==> src/hdl/smixh_pkg.sv <==
// ----------------------------------------------------------------------------
// smixh_pkg
// Shared types and constants for the indexed SplitMix64 record hash core.
// ----------------------------------------------------------------------------
package smixh_pkg;

    localparam int unsigned CFG_IDX_W  = 8;
    localparam int unsigned CFG_DATA_W = 64;

    // Configuration register indexes
    localparam logic [CFG_IDX_W-1:0] CFG_GEN_SEED     = 8'd0;
    localparam logic [CFG_IDX_W-1:0] CFG_LAYOUT_TYPE  = 8'd1;
    localparam logic [CFG_IDX_W-1:0] CFG_LAYOUT_CLASS = 8'd2;
    localparam logic [CFG_IDX_W-1:0] CFG_RECORD_COUNT = 8'd3;

    // Finalizer and salt constants
    localparam logic [63:0] MIX_MUL_1 = 64'hbf58_476d_1ce4_e5b9;
    localparam logic [63:0] MIX_MUL_2 = 64'h94d0_49bb_1331_11eb;
    localparam logic [63:0] GOLDEN    = 64'h9e37_79b9_7f4a_7c15;
    localparam logic [63:0] SALT_A    = 64'h4741_4c41_5859_5f41;
    localparam logic [63:0] SALT_B    = 64'h4741_4c41_5859_5f42;

    // Register stages from the lane input to the finished hash
    localparam int unsigned LANE_LAT = 5;

    typedef struct packed {
        logic [31:0] gen_seed;
        logic [7:0]  layout_type;
        logic [7:0]  layout_class;
        logic [47:0] record_count;
    } t_cfg;

endpackage

==> src/hdl/smixh_cfg.sv <==
// ----------------------------------------------------------------------------
// smixh_cfg
// Configuration register file; writes to unknown indexes are dropped.
// ----------------------------------------------------------------------------
module smixh_cfg (
    input  logic                              i_clk,
    input  logic                              i_rst_n,
    input  logic                              i_wr_en,
    input  logic [smixh_pkg::CFG_IDX_W-1:0]   i_wr_index,
    input  logic [smixh_pkg::CFG_DATA_W-1:0]  i_wr_data,
    output smixh_pkg::t_cfg                   o_cfg
);
    import smixh_pkg::*;

    t_cfg r_cfg;
    t_cfg n_cfg;

    always_comb begin
        n_cfg = r_cfg;
        if (i_wr_en) begin
            case (i_wr_index)
                CFG_GEN_SEED:     n_cfg.gen_seed     = i_wr_data[31:0];
                CFG_LAYOUT_TYPE:  n_cfg.layout_type  = i_wr_data[7:0];
                CFG_LAYOUT_CLASS: n_cfg.layout_class = i_wr_data[7:0];
                CFG_RECORD_COUNT: n_cfg.record_count = i_wr_data[47:0];
                default:          n_cfg = r_cfg;
            endcase
        end
    end

    always_ff @(posedge i_clk) begin
        if (!i_rst_n) begin
            r_cfg <= '0;
        end else begin
            r_cfg <= n_cfg;
        end
    end

    assign o_cfg = r_cfg;

endmodule

==> config.mk <==
export PLATFORM = sky130hd
export DESIGN_NAME = smixh_cfg
export DESIGN_NICKNAME = d
export VERILOG_FILES = /design/src/hdl/smixh_pkg.sv /design/src/hdl/smixh_cfg.sv
export SDC_FILE = /design/constraint.sdc
export NUM_CORES = 1
export LEC_CHECK = 0
export BUFFER_PORTS_ARGS = -buffer_cell sky130_fd_sc_hd__buf_2
export CAP_MARGIN = 10
export CORE_MARGIN = 5
export CORE_UTILIZATION = 46
export CTS_CLUSTER_DIAMETER = 120
export DETAILED_ROUTE_END_ITERATION = 6
export MAX_ROUTING_LAYER = met4
export PLACE_DENSITY = 0.81
export SYNTH_ARGS = -nofsm -noshare
export SYNTH_HDL_FRONTEND = slang
export SYNTH_SLANG_ARGS = --single-unit
==> constraint.sdc <==
create_clock -name i_clk -period 1.6 [get_ports i_clk]
set_clock_uncertainty 0.1 [all_clocks]
set_input_delay 0.16 -clock i_clk [delete_from_list [all_inputs] [get_ports i_clk]]
set_output_delay 0.16 -clock i_clk [all_outputs]
set_load 0.05 [all_outputs]
==> summary.md <==
| Metric | Value |
|---|---|
| Starting density of the core | 0.4709 |
| Cell breakdown of the critical path | buf_2 |
| Antenna-violating nets left | 0 |
| Max Cap Violations | 0 |
| CTS Sinks | 96 |
| Ys Warns | 0 |
| Finish-stage setup viols | 0 |
| Fill cells | 615 |
| Delay-heaviest family, CP | flip-flops |
| I/O pins | 171 |
| Netlist Area Pre-Place | 3638 µm² |
| Num CTS Buffers | 9 |
| Measured slew at the worst slew-check pin | 0.4452 ns |
| Fin nets | 630 |
| Leading area contributor after synthesis | dfxtp_1 |
| Synth Area per Inst | 9.860 µm² |
| Worst path arrival time | 0.99 ns |
| Ratio of cells with drive above 1 in the final layout | 0.3232 |
| Dominant cells by area after synthesis | dfxtp_1 (53%), mux2i_1 (26%), nand2_1 (15%) |
| DR vias | 3210 |
| CP Max Fanout | 2 |
| Seq/Total Area, Yosys | 0.5282 |
| Share of the synthesized area in the top cell type | 0.5282 |
| Initial antenna violation count | 0 |
| Die Height | 98.94 µm |
| Path category of the worst min-delay check | in2reg |
| Gr usage total | 0.1955 |
| Commonest non-fill, non-tap cells in the layout | buf_2 (153), nand2_1 (144), mux2i_1 (96), dfxtp_1 (96), dlygate4sd3_1 (39) |
| GP Congestion | 0.7927 |
| Lkg Pwr | 0.002688 µW |
| DRC | 0 |
| Status | complete, no violations |
| Cell variety after synth | 14 |
| Cts repair resizes | 0 |
| HP Start | i_wr_data[24] |
| Seq cells post-synth | 96 |
| Setup Crit Path Kind | reg2out |
| Syn Inst Count | 369 |
| RSZ-0062 raised after global routing | false |
| Die Wd | 98.94 µm |
| Hold slack | 0.02037 ns |
| Largest net degree at the start of global routing | 56 |
| WL final | 9.551 mm |
| Critical path launch point | o_cfg[45] |
| DP HPWL | 6.572 mm |
| Most common cell after layout, fill and taps aside | buf_2 |
| Row cnt | 32 |
| Slew headroom | 0.7032 |
| Peak supply drop | 0.0005234 V |
| Post-CTS setup buffers | 0 |
| Global-route wire length before repair | 15.17 mm |
| CP Launch Type | register |
| Vias in the first global route | 3302 |
| RR Startpoint | o_cfg[38] |
| CP peak stage delay | 0.36 ns |
| Grt ovf | 0 |
| Flip-flop count of the largest register after layout | 96 |
| Final hold violation count | 0 |
| Crit path buffers/inverters | 1 |
| CTS Buffer Depth | 2 |
| Antenna fix cells | 0 |
| CTS tree | done |
| Worst skew pair latency | 0.35 ns |
| Die area | 9788 µm² |
| Crit share post-route | 0.7832 |
| DR vias/cell | 4.849 |
| WL per Instance | 14.43 µm |
| Clock transition at path regs | 0.09 ns |
| IO Port Bufs | 154 |
| DRT iter0 DRCs | 70 |
| Initial DRT Pass Iterations | 4 |
| H-Tree Depth | 3 |
| Final TNS setup | 0 ns |
| Core area | 7727 µm² |
| Crit-path slowest cell | dfxtp_1 |
| Layout area overhead | 40.54% |
| Critical Path Sink Type | output port |
| Fmax | 798.0 MHz |
| Data required, critical path | 1.34 ns |
| Minimum clock period | 1.253 ns |
| Synth Net Count | 444 |
| Root Driver | clkbuf_8 |
| Slew Limit Fails | 0 |
| Cell Pwr Density | 818.0 nW/µm² |
## Yosys cell counts
cell type	instances
nand4_1	1
nor4b_4	1
and4b_1	1
buf_4	1
nor3_1	1
buf_2	5
buf_6	5
buf_1	4
and4bb_1	1
dfxtp_1	96
clkbuf_1	12
nand4b_1	1
nand2_1	144
mux2i_1	96
## area by class of cell
| type | instances | area (µm²) | share of cell area |
|---|---|---|---|
| Clock buffer | 11 | 151.4 | 0.02961 |
| Clock inverter | 5 | 38.79 | 0.007585 |
| Multi-Input combinational cell | 246 | 1568 | 0.3066 |
| Sequential cell | 96 | 1922 | 0.3758 |
| Tap cell | 102 | 127.6 | 0.02496 |
| Timing Repair Buffer | 202 | 1306 | 0.2554 |
## layer usage
layer	track usage	vias to the layer above	share of wire
li1	-	1575	-
met5	-	-	0
met2	0.3239	131	0.49
met3	0.05166	31	0.067
met4	0.08508	0	0.037
met1	0.2217	1473	0.41
## timing repair
action / CTS / global route
endpoints found under the setup margin: 0 / 0
hold buffers: 39 / 0
hold endpoints to repair: 62 / 0
## final timing paths
kind                    end  slack [ns]  depth (start not counted)
setup / recovery  o_cfg[45]        0.35                          1
hold / removal    o_cfg[88]        0.02                          3
setup reg to reg  o_cfg[38]        0.84                          2
hold reg to reg   o_cfg[74]        0.36                          2
## cell families (layout without fill, tap and decap cells)
kind of cell | after synthesis | count (layout) | synth area share
flip-flops | 96 | 96 | 0.5282
AND/OR/NAND/NOR | 150 | 150 | 0.1668
multiplexers | 96 | 96 | 0.2641
buffers and inverters | 27 | 218 | 0.04092
## power breakdown
part / leakage [µW] / switching [µW] / internal, µW
combinational: 0.00182 / 143 / 154
clock: 0.0000963 / 833 / 662
sequential: 0.000773 / 1.46 / 2390
## stage by stage
step | power [µW] | utilization | instances | instance area [µm²] | setup WS [ns]
global placement | 2660 | 0.5866 | 607 | 4533 | 0.1075
floorplan | 2557 | - | 369 | 3638 | 0.2690
CTS | 4221 | 0.6618 | 662 | 5114 | 0.3426
global route | 4353 | 0.6618 | 662 | 5114 | 0.2818
finish | 4183 | 0.6618 | 662 | 5114 | 0.3468
detailed placement | 2666 | 0.5866 | 607 | 4533 | 0.04084
No activity file was read; power rests on OpenSTA's default activity.
